==> src/design/csem_pkg.sv <==
// Package for the counting semaphore with timed waits.
// Holds request/result structs, mode and result-kind codes, controller states.
// No dependencies.
package csem_pkg;

  localparam int unsigned ValueMax = 65535;

  typedef enum logic [1:0] {
    MODE_WAIT   = 2'd0,
    MODE_SIGNAL = 2'd1,
    MODE_TICK   = 2'd2,
    MODE_NONE   = 2'd3
  } mode_e;

  typedef enum logic [2:0] {
    KIND_GRANTED  = 3'd0,
    KIND_BLOCKED  = 3'd1,
    KIND_RELEASED = 3'd2,
    KIND_DONE     = 3'd3,
    KIND_FULL     = 3'd4
  } kind_e;

  typedef struct packed {
    logic [1:0]         mode;
    logic [7:0]         thread_id;
    logic [15:0]        max_wait;
    logic signed [15:0] signal_count;
  } req_t;

  typedef struct packed {
    logic [2:0]         kind;
    logic [7:0]         thread_id_res;
    logic               by_signal;
    logic signed [15:0] return_value;
    logic               last;
  } res_t;

  typedef enum logic [1:0] {
    ST_IDLE = 2'd0,
    ST_WALK = 2'd1,
    ST_DONE = 2'd2
  } state_e;

  // Controller to datapath commands.
  typedef struct packed {
    logic load_req;   // capture request
    logic step;       // process one queue entry, advance walk
    logic finish;     // emit single/done result
    logic emit;       // result register loaded this cycle
  } cmd_t;

  // Datapath to controller status.
  typedef struct packed {
    logic walk_needed; // request needs a queue walk
    logic walk_end;    // current entry is the last one
    logic rel_hit;     // current entry is released
  } sts_t;

endpackage

==> src/design/csem_datapath.sv <==
// Datapath: semaphore value, waiter queue memories, walk index, result build.
// Depends on csem_pkg.
module csem_datapath #(
  parameter int unsigned QueueDepth = 16
) (
  input  logic            clk_i,
  input  logic            rst_ni,
  input  logic            cfg_we_i,
  input  logic [15:0]     cfg_data_i,
  input  csem_pkg::req_t  req_i,
  input  csem_pkg::cmd_t  cmd_i,
  output csem_pkg::sts_t  sts_o,
  output csem_pkg::res_t  res_o
);
  localparam int unsigned IdxW = (QueueDepth > 1) ? $clog2(QueueDepth) : 1;
  localparam int unsigned CntW = $clog2(QueueDepth + 1);

  logic [7:0]  thr_mem  [QueueDepth];
  logic [15:0] time_mem [QueueDepth];
  logic        timed_mem[QueueDepth];

  csem_pkg::req_t     req_q;
  logic signed [16:0] val_q, val_d;
  logic [CntW-1:0]    cnt_q, cnt_d;
  logic [CntW-1:0]    rd_q;     // read index during walk
  logic [CntW-1:0]    wr_q;     // compaction write index
  logic [CntW-1:0]    rel_q;    // released so far
  logic [16:0]        amount;
  logic               sig_neg;
  csem_pkg::res_t     res_q;

  always_comb begin
    sig_neg = req_q.signal_count[15];
    amount  = (req_q.signal_count == '0) ? 17'd1 : {1'b0, req_q.signal_count};
  end

  // Current entry, registered ahead of use: entry 0 on capture, the next on each step.
  logic [CntW-1:0] rd_nxt;
  logic [IdxW-1:0] nxt_idx, wr_idx;
  logic [7:0]  cur_thr_q;
  logic [15:0] cur_time_q;
  logic        cur_timed_q, expire, release_it;
  assign rd_nxt    = cmd_i.load_req ? '0 : (rd_q + CntW'(1));
  assign nxt_idx   = rd_nxt[IdxW-1:0];
  assign wr_idx    = wr_q[IdxW-1:0];
  assign expire    = cur_timed_q && (cur_time_q <= 16'd1);
  // Signal releases the first min(amount, count); tick releases expired ones.
  assign release_it = (req_q.mode == csem_pkg::MODE_SIGNAL)
                      ? ({{(17-CntW){1'b0}}, rel_q} < amount) : expire;

  logic walk_possible;
  always_comb begin
    walk_possible = 1'b0;
    if (req_i.mode == csem_pkg::MODE_TICK) walk_possible = 1'b1;
    if (req_i.mode == csem_pkg::MODE_SIGNAL && !req_i.signal_count[15]) walk_possible = 1'b1;
  end
  assign sts_o.walk_needed = walk_possible && (cnt_q != '0);
  assign sts_o.walk_end    = (rd_q + CntW'(1)) >= cnt_q;
  assign sts_o.rel_hit     = release_it;

  function automatic logic signed [16:0] sat_add(logic signed [16:0] v, logic [16:0] a);
    logic signed [18:0] s;
    s = 19'(v) + $signed({2'b00, a});
    if (s > $signed(19'(csem_pkg::ValueMax))) s = $signed(19'(csem_pkg::ValueMax));
    return s[16:0];
  endfunction

  always_comb begin
    val_d = val_q;
    cnt_d = cnt_q;
    if (cmd_i.finish) begin
      case (req_q.mode)
        csem_pkg::MODE_WAIT: begin
          if (val_q > 17'sd0) val_d = val_q - 17'sd1;
          else if (cnt_q < CntW'(QueueDepth)) begin
            val_d = val_q - 17'sd1;
            cnt_d = cnt_q + CntW'(1);
          end
        end
        csem_pkg::MODE_SIGNAL: if (!sig_neg) begin
          val_d = sat_add(val_q, amount);
          cnt_d = wr_q;
        end
        csem_pkg::MODE_TICK: begin
          val_d = sat_add(val_q, {{(17-CntW){1'b0}}, rel_q});
          cnt_d = wr_q;
        end
        default: ;
      endcase
    end
  end

  always_ff @(posedge clk_i or negedge rst_ni) begin
    if (!rst_ni) begin
      val_q <= '0;
      cnt_q <= '0;
      rd_q  <= '0;
      wr_q  <= '0;
      rel_q <= '0;
    end else if (cfg_we_i) begin
      val_q <= {1'b0, cfg_data_i};
      cnt_q <= '0;
    end else begin
      val_q <= val_d;
      cnt_q <= cnt_d;
      if (cmd_i.load_req) begin
        rd_q  <= '0;
        wr_q  <= '0;
        rel_q <= '0;
      end else if (cmd_i.step) begin
        rd_q <= rd_q + CntW'(1);
        if (release_it) rel_q <= rel_q + CntW'(1);
        else            wr_q  <= wr_q + CntW'(1);
      end
    end
  end

  always_ff @(posedge clk_i) begin
    if (cmd_i.load_req) req_q <= req_i;
    // Fetch the entry the walk looks at next; writes only land at or behind rd_q.
    if (cmd_i.load_req || cmd_i.step) begin
      cur_thr_q   <= thr_mem[nxt_idx];
      cur_time_q  <= time_mem[nxt_idx];
      cur_timed_q <= timed_mem[nxt_idx];
    end
    // Compact kept entries toward the head; write never passes read.
    if (cmd_i.step && !release_it) begin
      thr_mem[wr_idx]   <= cur_thr_q;
      timed_mem[wr_idx] <= cur_timed_q;
      time_mem[wr_idx]  <= (req_q.mode == csem_pkg::MODE_TICK && cur_timed_q)
                           ? cur_time_q - 16'd1 : cur_time_q;
    end
    if (cmd_i.finish && req_q.mode == csem_pkg::MODE_WAIT && val_q <= 17'sd0
        && cnt_q < CntW'(QueueDepth)) begin
      thr_mem[cnt_q[IdxW-1:0]]   <= req_q.thread_id;
      time_mem[cnt_q[IdxW-1:0]]  <= req_q.max_wait;
      timed_mem[cnt_q[IdxW-1:0]] <= (req_q.max_wait != '0);
    end
    if (cmd_i.step && release_it) begin
      res_q.kind          <= csem_pkg::KIND_RELEASED;
      res_q.thread_id_res <= cur_thr_q;
      res_q.by_signal     <= (req_q.mode == csem_pkg::MODE_SIGNAL);
      res_q.return_value  <= (req_q.mode == csem_pkg::MODE_SIGNAL) ? 16'sd1 : 16'sd0;
      res_q.last          <= 1'b0;
    end else if (cmd_i.finish) begin
      res_q.thread_id_res <= '0;
      res_q.by_signal     <= 1'b0;
      res_q.return_value  <= '0;
      res_q.last          <= 1'b1;
      res_q.kind          <= csem_pkg::KIND_DONE;
      case (req_q.mode)
        csem_pkg::MODE_WAIT: begin
          res_q.thread_id_res <= req_q.thread_id;
          if (val_q > 17'sd0) begin
            res_q.kind         <= csem_pkg::KIND_GRANTED;
            res_q.by_signal    <= 1'b1;
            res_q.return_value <= 16'sd1;
          end else if (cnt_q < CntW'(QueueDepth)) res_q.kind <= csem_pkg::KIND_BLOCKED;
          else res_q.kind <= csem_pkg::KIND_FULL;
        end
        csem_pkg::MODE_SIGNAL: begin
          if (sig_neg) res_q.return_value <= req_q.signal_count;
          else if (req_q.signal_count != '0) res_q.return_value <= 16'(rel_q);
        end
        csem_pkg::MODE_TICK: res_q.return_value <= 16'(rel_q);
        default: ;
      endcase
    end
  end

  assign res_o = res_q;

  // Emission only happens from step-with-release or finish.
  assert property (@(posedge clk_i) disable iff (!rst_ni)
    cmd_i.step |-> !cmd_i.finish) else $error("step and finish together");
  assert property (@(posedge clk_i) disable iff (!rst_ni)
    cnt_q <= CntW'(QueueDepth)) else $error("queue count overflow");
  assert property (@(posedge clk_i) disable iff (!rst_ni)
    wr_q <= rd_q) else $error("compaction write passed read");
endmodule

==> src/design/csem_ctrl.sv <==
// Controller FSM: sequences request capture, queue walk and result hand-off.
// Depends on csem_pkg.
module csem_ctrl (
  input  logic           clk_i,
  input  logic           rst_ni,
  input  logic           in_valid_i,
  output logic           in_stall_o,
  output logic           out_valid_o,
  input  logic           out_stall_i,
  input  logic           res_last_i,
  input  csem_pkg::sts_t sts_i,
  output csem_pkg::cmd_t cmd_o
);
  csem_pkg::state_e state_q, state_d;
  logic ov_q, ov_d;
  logic out_free;

  // Output register may be reloaded when empty or being taken.
  assign out_free = !ov_q || !out_stall_i;

  always_comb begin
    state_d = state_q;
    case (state_q)
      csem_pkg::ST_IDLE:
        if (in_valid_i) state_d = sts_i.walk_needed ? csem_pkg::ST_WALK : csem_pkg::ST_DONE;
      csem_pkg::ST_WALK:
        if (out_free && sts_i.walk_end) state_d = csem_pkg::ST_DONE;
      csem_pkg::ST_DONE:
        if (out_free) state_d = csem_pkg::ST_IDLE;
      default: state_d = csem_pkg::ST_IDLE;
    endcase
  end

  always_comb begin
    cmd_o      = '0;
    in_stall_o = 1'b1;
    case (state_q)
      csem_pkg::ST_IDLE: begin
        in_stall_o     = 1'b0;
        cmd_o.load_req = in_valid_i;
      end
      csem_pkg::ST_WALK: begin
        cmd_o.step = out_free;
        cmd_o.emit = out_free && sts_i.rel_hit;
      end
      csem_pkg::ST_DONE: begin
        cmd_o.finish = out_free;
        cmd_o.emit   = out_free;
      end
      default: ;
    endcase
  end

  always_comb begin
    ov_d = ov_q;
    if (ov_q && !out_stall_i) ov_d = 1'b0;
    if (cmd_o.emit) ov_d = 1'b1;
  end

  always_ff @(posedge clk_i or negedge rst_ni) begin
    if (!rst_ni) begin
      state_q <= csem_pkg::ST_IDLE;
      ov_q    <= 1'b0;
    end else begin
      state_q <= state_d;
      ov_q    <= ov_d;
    end
  end

  assign out_valid_o = ov_q;

  assert property (@(posedge clk_i) disable iff (!rst_ni)
    (state_q != csem_pkg::ST_IDLE) |-> in_stall_o) else $error("accept while busy");
  assert property (@(posedge clk_i) disable iff (!rst_ni)
    cmd_o.finish |=> (out_valid_o && res_last_i)) else $error("done result missing last");
  assert property (@(posedge clk_i) disable iff (!rst_ni)
    (ov_q && out_stall_i) |-> !cmd_o.emit) else $error("result overwritten");
endmodule

==> src/design/counting_semaphore_timed_wait.sv <==
// Top level of the counting semaphore with timed waits.
// Joins csem_ctrl and csem_datapath; depends on csem_pkg.
//
//   channel   direction  handshake          payload
//   in        input      in_valid/in_stall  csem_pkg::req_t
//   out       output     out_valid/out_stall csem_pkg::res_t
//   cfg       input      cfg_valid/cfg_ready initial_value, 16 bit
//
// A wait, unused mode, negative signal, or signal/tick on an empty queue goes
// straight to the done state and gives its single result; the next request is
// taken once the controller is back in idle. Otherwise the request walks every
// queued waiter, one entry per cycle while the output is not stalled, each
// release registered as a result at its step, then the done result. Reset
// empties the queue and clears the value; a stalled output holds the walk in
// place. One request at a time.
module counting_semaphore_timed_wait #(
  parameter int unsigned QueueDepth = 16
) (
  input  logic           clk_i,
  input  logic           rst_ni,
  input  logic           in_valid_i,
  output logic           in_stall_o,
  input  csem_pkg::req_t in_data_i,
  output logic           out_valid_o,
  input  logic           out_stall_i,
  output csem_pkg::res_t out_data_o,
  input  logic           cfg_valid_i,
  output logic           cfg_ready_o,
  input  logic [15:0]    cfg_data_i
);
  csem_pkg::cmd_t cmd;
  csem_pkg::sts_t sts;

  // The user must write configuration only while idle; the block does not enforce it and always takes it.
  assign cfg_ready_o = 1'b1;

  csem_ctrl u_ctrl (
    .clk_i       (clk_i),
    .rst_ni      (rst_ni),
    .in_valid_i  (in_valid_i),
    .in_stall_o  (in_stall_o),
    .out_valid_o (out_valid_o),
    .out_stall_i (out_stall_i),
    .res_last_i  (out_data_o.last),
    .sts_i       (sts),
    .cmd_o       (cmd)
  );

  csem_datapath #(.QueueDepth(QueueDepth)) u_dp (
    .clk_i      (clk_i),
    .rst_ni     (rst_ni),
    .cfg_we_i   (cfg_valid_i && cfg_ready_o),
    .cfg_data_i (cfg_data_i),
    .req_i      (in_data_i),
    .cmd_i      (cmd),
    .sts_o      (sts),
    .res_o      (out_data_o)
  );
endmodule

==> config.mk <==
export PLATFORM = sky130hd
export DESIGN_NAME = counting_semaphore_timed_wait
export DESIGN_NICKNAME = d
export VERILOG_FILES = /design/src/design/csem_pkg.sv /design/src/design/csem_datapath.sv /design/src/design/csem_ctrl.sv /design/src/design/counting_semaphore_timed_wait.sv
export SDC_FILE = /design/constraint.sdc
export NUM_CORES = 1
export LEC_CHECK = 0
export BUFFER_PORTS_ARGS = -buffer_cell sky130_fd_sc_hd__buf_4
export CAP_MARGIN = 20
export CORE_ASPECT_RATIO = 0.8
export CORE_MARGIN = 2
export CORE_UTILIZATION = 35
export CTS_BUF_LIST = sky130_fd_sc_hd__clkbuf_8 sky130_fd_sc_hd__clkbuf_16
export DETAILED_ROUTE_END_ITERATION = 8
export SLEW_MARGIN = 5
export SYNTH_ARGS = -nofsm -noshare
export SYNTH_HDL_FRONTEND = slang
export SYNTH_SLANG_ARGS = --single-unit
==> constraint.sdc <==
create_clock -name clk_i -period 3.6 [get_ports clk_i]
set_input_delay 0.72 -clock clk_i [delete_from_list [all_inputs] [get_ports clk_i]]
set_output_delay 0.72 -clock clk_i [all_outputs]
set_load 0.01 [all_outputs]
# Yosys cells after proc, flatten, opt, wreduce, memory -nomap -nowiden
# Memories as Yosys holds them, arrays and structs flattened. A register that Yosys moved wholly into a read port is not among the register bits.
# Index checks and enable logic that the tools add are counted.
# Widths: inputs -> output; s select.
[word_totals] ff_bits=111 out_inout_bits=32 mem_bits_rw=400 elab_cells=152 mem_count=3
[op_classes] bitwise=1 reduce_logical=39 muxes=63 eq_ne=14 add_sub_neg=8 n_lt_le_gt_ge=8
[memory_table] name="u_dp.time_mem" words=16 width=16 read_ports=1 rd_ports_with_merged_regs=1 write_ports=1 line_no="csem_datapath.sv:19" rtl="logic [15:0] time_mem [QueueDepth];"
[memory_table] name="u_dp.thr_mem" words=16 width=8 read_ports=1 rd_ports_with_merged_regs=1 write_ports=1 line_no="csem_datapath.sv:18" rtl="logic [7:0] thr_mem [QueueDepth];"
[memory_table] name="u_dp.timed_mem" words=16 width=1 read_ports=1 rd_ports_with_merged_regs=1 write_ports=1 line_no="csem_datapath.sv:20" rtl="logic timed_mem[QueueDepth];"
[ops] cell="$mux 17" n=8
[ops] cell="$mux 5" n=14
[ops] cell="$mux 16" n=4
[ops] cell="$mux 26" n=2
[ops] cell="$pmux 17 s3" n=1
[ops] cell="$pmux 16 s3" n=1
[ops] cell="$reduce_bool 16->1" n=2
[ops] cell="$add 5x1->5 const B" n=4
[ops] cell="$gt 19x17->1 const B" n=1
[ops] cell="$add 17x17->18" n=1
[ops] cell="$add 17x6->18" n=1
[ops] cell="$gt 18x17->1 const B" n=1
[ops] cell="$mux 1" n=18
[ops] cell="$gt 17x1->1 const B" n=1
[ops] cell="$le 17x1->1 const B" n=1
[ops] cell="$lt 5x17->1" n=1
[ops] cell="$sub 17x2->17 const B" n=1
[ops] cell="$le 16x1->1 const B" n=1
[ops] cell="$logic_not 16->1" n=1
[ops] cell="$mux 4" n=4
[ops] cell="$reduce_or 16->1" n=1
[ops] cell="$sub 16x1->16 const B" n=1
[ops] cell="$pmux 5 s3" n=1
[ops] cell="$logic_and 1x1->1" n=12
[ops] cell="other kinds (27)" n=50

# Longest topological paths before layout
[depth] ltp_word=10 mapped_depth=17 mapped_depth_nobuf=15

# By module
# Synthesis repeated with hierarchy kept, for this count alone.
[unflattened] hier_cells=2600 hier_area_um2=29210.5
[modules_own_cells] mod="csem_datapath" area_each_um2=28955.3 instances=1 cells_per_inst=2571
[modules_own_cells] mod="csem_ctrl" area_each_um2=244.0 instances=1 cells_per_inst=27
[modules_own_cells] mod="counting_semaphore_timed_wait" area_each_um2=11.3 instances=1 cells_per_inst=2

# Worst setup path before layout
# Ideal clock, no wire load.
[synth_timing] path_type="register to register" start="reg u_dp.val_q[3]" end="mem u_dp.thr_mem[4][0], enable pin" arrival_time_ps=3529 stages_incl_launch_ff=9 synth_period_minus_slack_ps=3936 path_buffers=2 setup_ps=407 slack_ps=-336 required_time_ps=3193 path_cell_list="dfrtp_1 -> or3_4 -> or4_1 -> buf_2 -> o31a_4 -> nor3b_2 -> buf_2 -> a32oi_1 -> nor2_1"
[synth_between] elab_chain_len=7 word_cells_on_any_way=8
[synth_lines] element="from (decl)" line_no="csem_datapath.sv:23" rtl="logic signed [16:0] val_q, val_d;"
[synth_lines] element="from (signal assigned)" line_no="csem_datapath.sv:101" rtl="val_q <= {1'b0, cfg_data_i};"
[synth_lines] element="from (signal assigned)" line_no="csem_datapath.sv:104" rtl="val_q <= val_d;"
[synth_lines] element="$le 17x1->1 *" line_no="csem_datapath.sv:133" rtl="if (cmd_i.finish && req_q.mode == csem_pkg::MODE_WAIT && val_q <= 17'sd0"
[synth_lines] element="$logic_and 1x1->1 *" line_no="csem_datapath.sv:133"
[synth_lines] element="$logic_and 1x1->1 *" line_no="csem_datapath.sv:134" rtl="&& cnt_q < CntW'(QueueDepth)) begin"
[synth_lines] element="$mux 1 *" line_no="csem_datapath.sv:133"
[synth_lines] element="$mux 1 (implied by the code) *" line_no="csem_datapath.sv:135" rtl="thr_mem[cnt_q[IdxW-1:0]] <= req_q.thread_id;"
[synth_lines] element="$reduce_or 8->1 (no line)"
[synth_lines] element="$mux 4 (no line) / $mux 1 (equally long branches)"
[synth_lines] element="to (decl)" line_no="csem_datapath.sv:18"
# Mark *: on every way between the ends. The rest lies on a longest branch, timed or not.

# Worst setup path after layout
[layout_timing] start="reg u_dp.val_q[3]" end="mem u_dp.time_mem[14][11], enable pin"
[layout_between] elab_chain_len=7 word_cells_on_any_way=8
[layout_lines] element="$le 17x1->1 *" line_no="csem_datapath.sv:133"
[layout_lines] element="$logic_and 1x1->1 *" line_no="csem_datapath.sv:133"
[layout_lines] element="$logic_and 1x1->1 *" line_no="csem_datapath.sv:134"
[layout_lines] element="$mux 1 *" line_no="csem_datapath.sv:133"
[layout_lines] element="$mux 1 (implied by the code) *" line_no="csem_datapath.sv:136" rtl="time_mem[cnt_q[IdxW-1:0]] <= req_q.max_wait;"
[layout_lines] element="$reduce_or 16->1 (no line)"
[layout_lines] element="$mux 4 (no line) / $mux 1 (equally long branches)"
[layout_lines] element="to (decl)" line_no="csem_datapath.sv:19"
# Marks and branches as above.

==> summary.txt <==
STA
  – Worst Tran Pin Value: 976 ps
  – Worst clock skew: 26.7 ps
  – Worst setup margin: 102 ps
  – Final Setup Violations: 0
  – Slew HR: 34.9%
  – Max Clk Rate: 286 MHz
  – Crit share post-route: 97.2%
  – Final Hold Viols: 0
  – Minimum clock period after layout: 3500 ps
  – Max-slew violations: 0
  – RSZ-0062 raised after global routing: false
  – TNS Setup: 0 ps

Synthesis
  – Top FF cell, synth: edfxtp_1
  – Cell count after synthesis: 1930
  – Top cell type's share of synthesized area: 61.5%
  – Syn_area_per_cell: 12.5 µm²
  – Top-count cell post-synth: edfxtp_1
  – Area of the mapped netlist: 24000 µm²
  – Mapped Nets: 2040
  – Library cells used by synthesis: 68
  – Ranking of synthesized cells by area: edfxtp_1 61%, nand2_1 4.6%, dfrtp_1 4.2%
  – Number of enable flip-flop cells after synthesis: 492
  – Async SR Flop Fraction: 7.46%
  – Number of synthesized register bits: 536
  – Synth cell count leaders: 492 x edfxtp_1, 297 x nand2_1, 132 x a211oi_1
  – Yosys warns: 0
  – Synth area leader: edfxtp_1
  – Seq/Total Area, Yosys: 66.0%

Layout
  – Area Overhead vs Synth: 20.2%
  – Share of cells above drive strength 1: 18.1%
  – Design area: 28900 µm²
  – # nets final: 2197
  – Final non-filler cell total: 3043
  – Final core utilization: 42.7%
  – Ant. Diodes: 0

Floorplanning
  – Total I/O pin count: 95
  – Die area: 70800 µm²
  – Die Height: 238 µm
  – Initial Util: 35.5%
  – # rows: 85
  – Die Wd: 297 µm
  – Core footprint: 67600 µm²

Drt
  – Final WL: 63900 µm
  – Initial DRC count: 1999
  – Avg WL per Cell: 21.0 µm
  – Via count: 16700
  – Routed Antenna Nets: 0
  – Drt pass-1 iters: 6
  – Via density: 5.48
  – Drc violations: 0

Worst setup path
  – Req. time, crit path: 3840 ps
  – CP endpoint kind: register
  – Type of the worst setup path: register to register
  – Critical path peak fanout: 15
  – WP data arrival: 3740 ps
  – Setup crit start kind: register

Placed design
  – Placed Cells: 2927
  – Setup WS pre-CTS: -361 ps
  – Placed wire-length estimate: 38500 µm
  – RePlAce Congestion: 0.870
  – Cell area after placement: 26800 µm²
  – Input/output buffers: 93

Global routing
  – GR Layer Usage met1: 27.7%
  – M3 GR Usage: 3.09%
  – Number of global-route vias before repair: 15800
  – Initial antenna violation count: 0
  – Gr busiest metal: met1
  – Pin count of the biggest net entering global routing: 134
  – GRT Residual Overflow: 0
  – Total GRT Usage: 17.8%
  – GR Util met2: 25.7%
  – First-pass GRT wire length: 97800 µm

Clock network
  – CTS tree: yes
  – H-tree Lvls: 2
  – Clock Tree Buf Depth: 3
  – Clock Root Buffer: clkbuf_16
  – Clk_lat worst skew: 620 ps
  – Number of clock sinks: 536
  – Total CTS buffers: 52
  – CTS clk-pin slew, worst paths: 70 ps

Outcome
  – Run status: complete, no violations

Pwr
  – VDD IR max: 0.648 mV
  – Power Density: 761 nW/µm²
  – P_leak: 0.00988 µW

Job
  – # Max-Cap Violations: 0

Min path
  – Worst Hold Class: input pin to asynchronous set/reset pin
worst paths after layout:
| path | startpoint | end | slack (ps) | depth (start not counted) |
|---|---|---|---|---|
| setup / recovery | u_dp.val_q[3]$_DFFE_PN0P_ | u_dp.time_mem[14][11]$_DFFE_PP_ | 100 | 8 |
| hold / removal | rst_ni | u_ctrl.state_q[0]$_DFFE_PN0P_ | 110 | 1 |
| setup reg to reg | u_dp.val_q[3]$_DFFE_PN0P_ | u_dp.time_mem[14][11]$_DFFE_PP_ | 100 | 8 |
| hold reg to reg | u_dp.res_o[0]$_SDFFE_PP0P_ | u_dp.res_o[0]$_SDFFE_PP0P_ | 480 | 2 |
| max in group asynchronous | rst_ni | u_dp.rd_q[0]$_DFFE_PN0P_ | 3050 | 1 |
| min in group clk_i | in_data_i[26] | u_dp.req_q[26]$_DFFE_PP_ | 280 | 1 |
cell usage in the layout, fill, tap and decap left out, types with 7 or more instances in the layout:
| master | count |
|---|---|
| o21ai_0 | 57 |
| nor3b_1 | 7 |
| mux2_2 | 9 |
| bufinv_16 | 7 |
| edfxtp_1 | 492 |
| o211ai_1 | 11 |
| and2_1 | 14 |
| dfrtp_1 | 39 |
| buf_4 | 205 |
| nand2_1 | 294 |
| or3_1 | 11 |
| a311oi_1 | 50 |
| a211oi_1 | 131 |
| a21o_1 | 17 |
| a31oi_1 | 61 |
| nor3_1 | 24 |
| a222oi_1 | 9 |
| inv_1 | 42 |
| nand3_1 | 22 |
| nor4_1 | 8 |
| ha_1 | 44 |
| nor2_1 | 59 |
| buf_12 | 31 |
| xnor2_1 | 40 |
| clkbuf_16 | 52 |
| nor2b_1 | 102 |
| clkinv_1 | 13 |
| nor2_4 | 24 |
| a22oi_1 | 9 |
| xor2_1 | 19 |
| a21oi_1 | 95 |
logic make-up after synthesis:
kind of cell | synth area share, %
mux | 0.505
fa+ha+maj | 2.51
other cells | 0.0156
flops | 66.0
xor+xnor | 2.15
simple gates | 11.9
buf+inv | 2.86
compound gates | 14.1
state kept, by name, summed over array words and instances (netlist names):
name                cells
u_dp.time_mem         256
u_ctrl.state_q          2
u_dp.thr_mem          128
u_dp.cur_thr_q          8
u_dp.cur_timed_q        1
u_dp.req_q             42
u_dp.timed_mem         16
u_dp.cnt_q              5
u_ctrl.out_valid_o      1
u_dp.cur_time_q        16
u_dp.res_o             29
u_dp.wr_q               5
u_dp.rd_q               5
u_dp.rel_q              5
u_dp.val_q             17
what timing repair did:
item | CTS | global route
resized for setup | 18 | 20
pin swaps | 12 | 6
setup endpoints to repair | 292 | 142
setup buffers | 7 | 1
hold buffers | 0 | 0
gates cloned | 5 | 3
power by group:
part | internal (µW) | switching, µW | leakage, µW | total (µW)
combinational | 2720 | 5080 | 0.00398 | 7800
sequential | 8260 | 398 | 0.00503 | 8660
clock | 3130 | 2370 | 0.000878 | 5510
total | 14100 | 7850 | 0.00988 | 22000
critical path: stages (launching register included):
cell     delay, ps
dfrtp_1        380
or3_4          390
or4_4          510
o31a_4         320
nor3b_4        230
buf_12         170
a32oi_1        130
buf_6          210
nor2_2         770
stage by stage:
| stage | total power (µW) | hold slack, ps |
|---|---|---|
| 2_1_floorplan | 13400 | 424 |
| 3_3_place_gp | 16200 | 454 |
| 3_5_place_dp | 16400 | 467 |
| 4_1_cts | 22000 | 93.0 |
| 5_1_grt | 23100 | 119 |
| 6_report | 22000 | 107 |
layer usage:
metal / up-vias / share of wire, %
met2: 634 / 43
met4: 0 / 1.5
li1: 7619 / -
met1: 8337 / 49
met3: 82 / 7.3
met5: - / 0
final cells by class:
| cell class | count | area, µm² |
|---|---|---|
| clock buffer | 52 | 1300 |
| clock inverter | 45 | 409 |
| fill | 6184 | 38800 |
| inverter | 30 | 113 |
| multi-input combinational | 1228 | 7860 |
| sequential | 536 | 15900 |
| tap | 913 | 1140 |
| timing repair buffer | 239 | 2190 |
(Power assumes the default switching activity.)
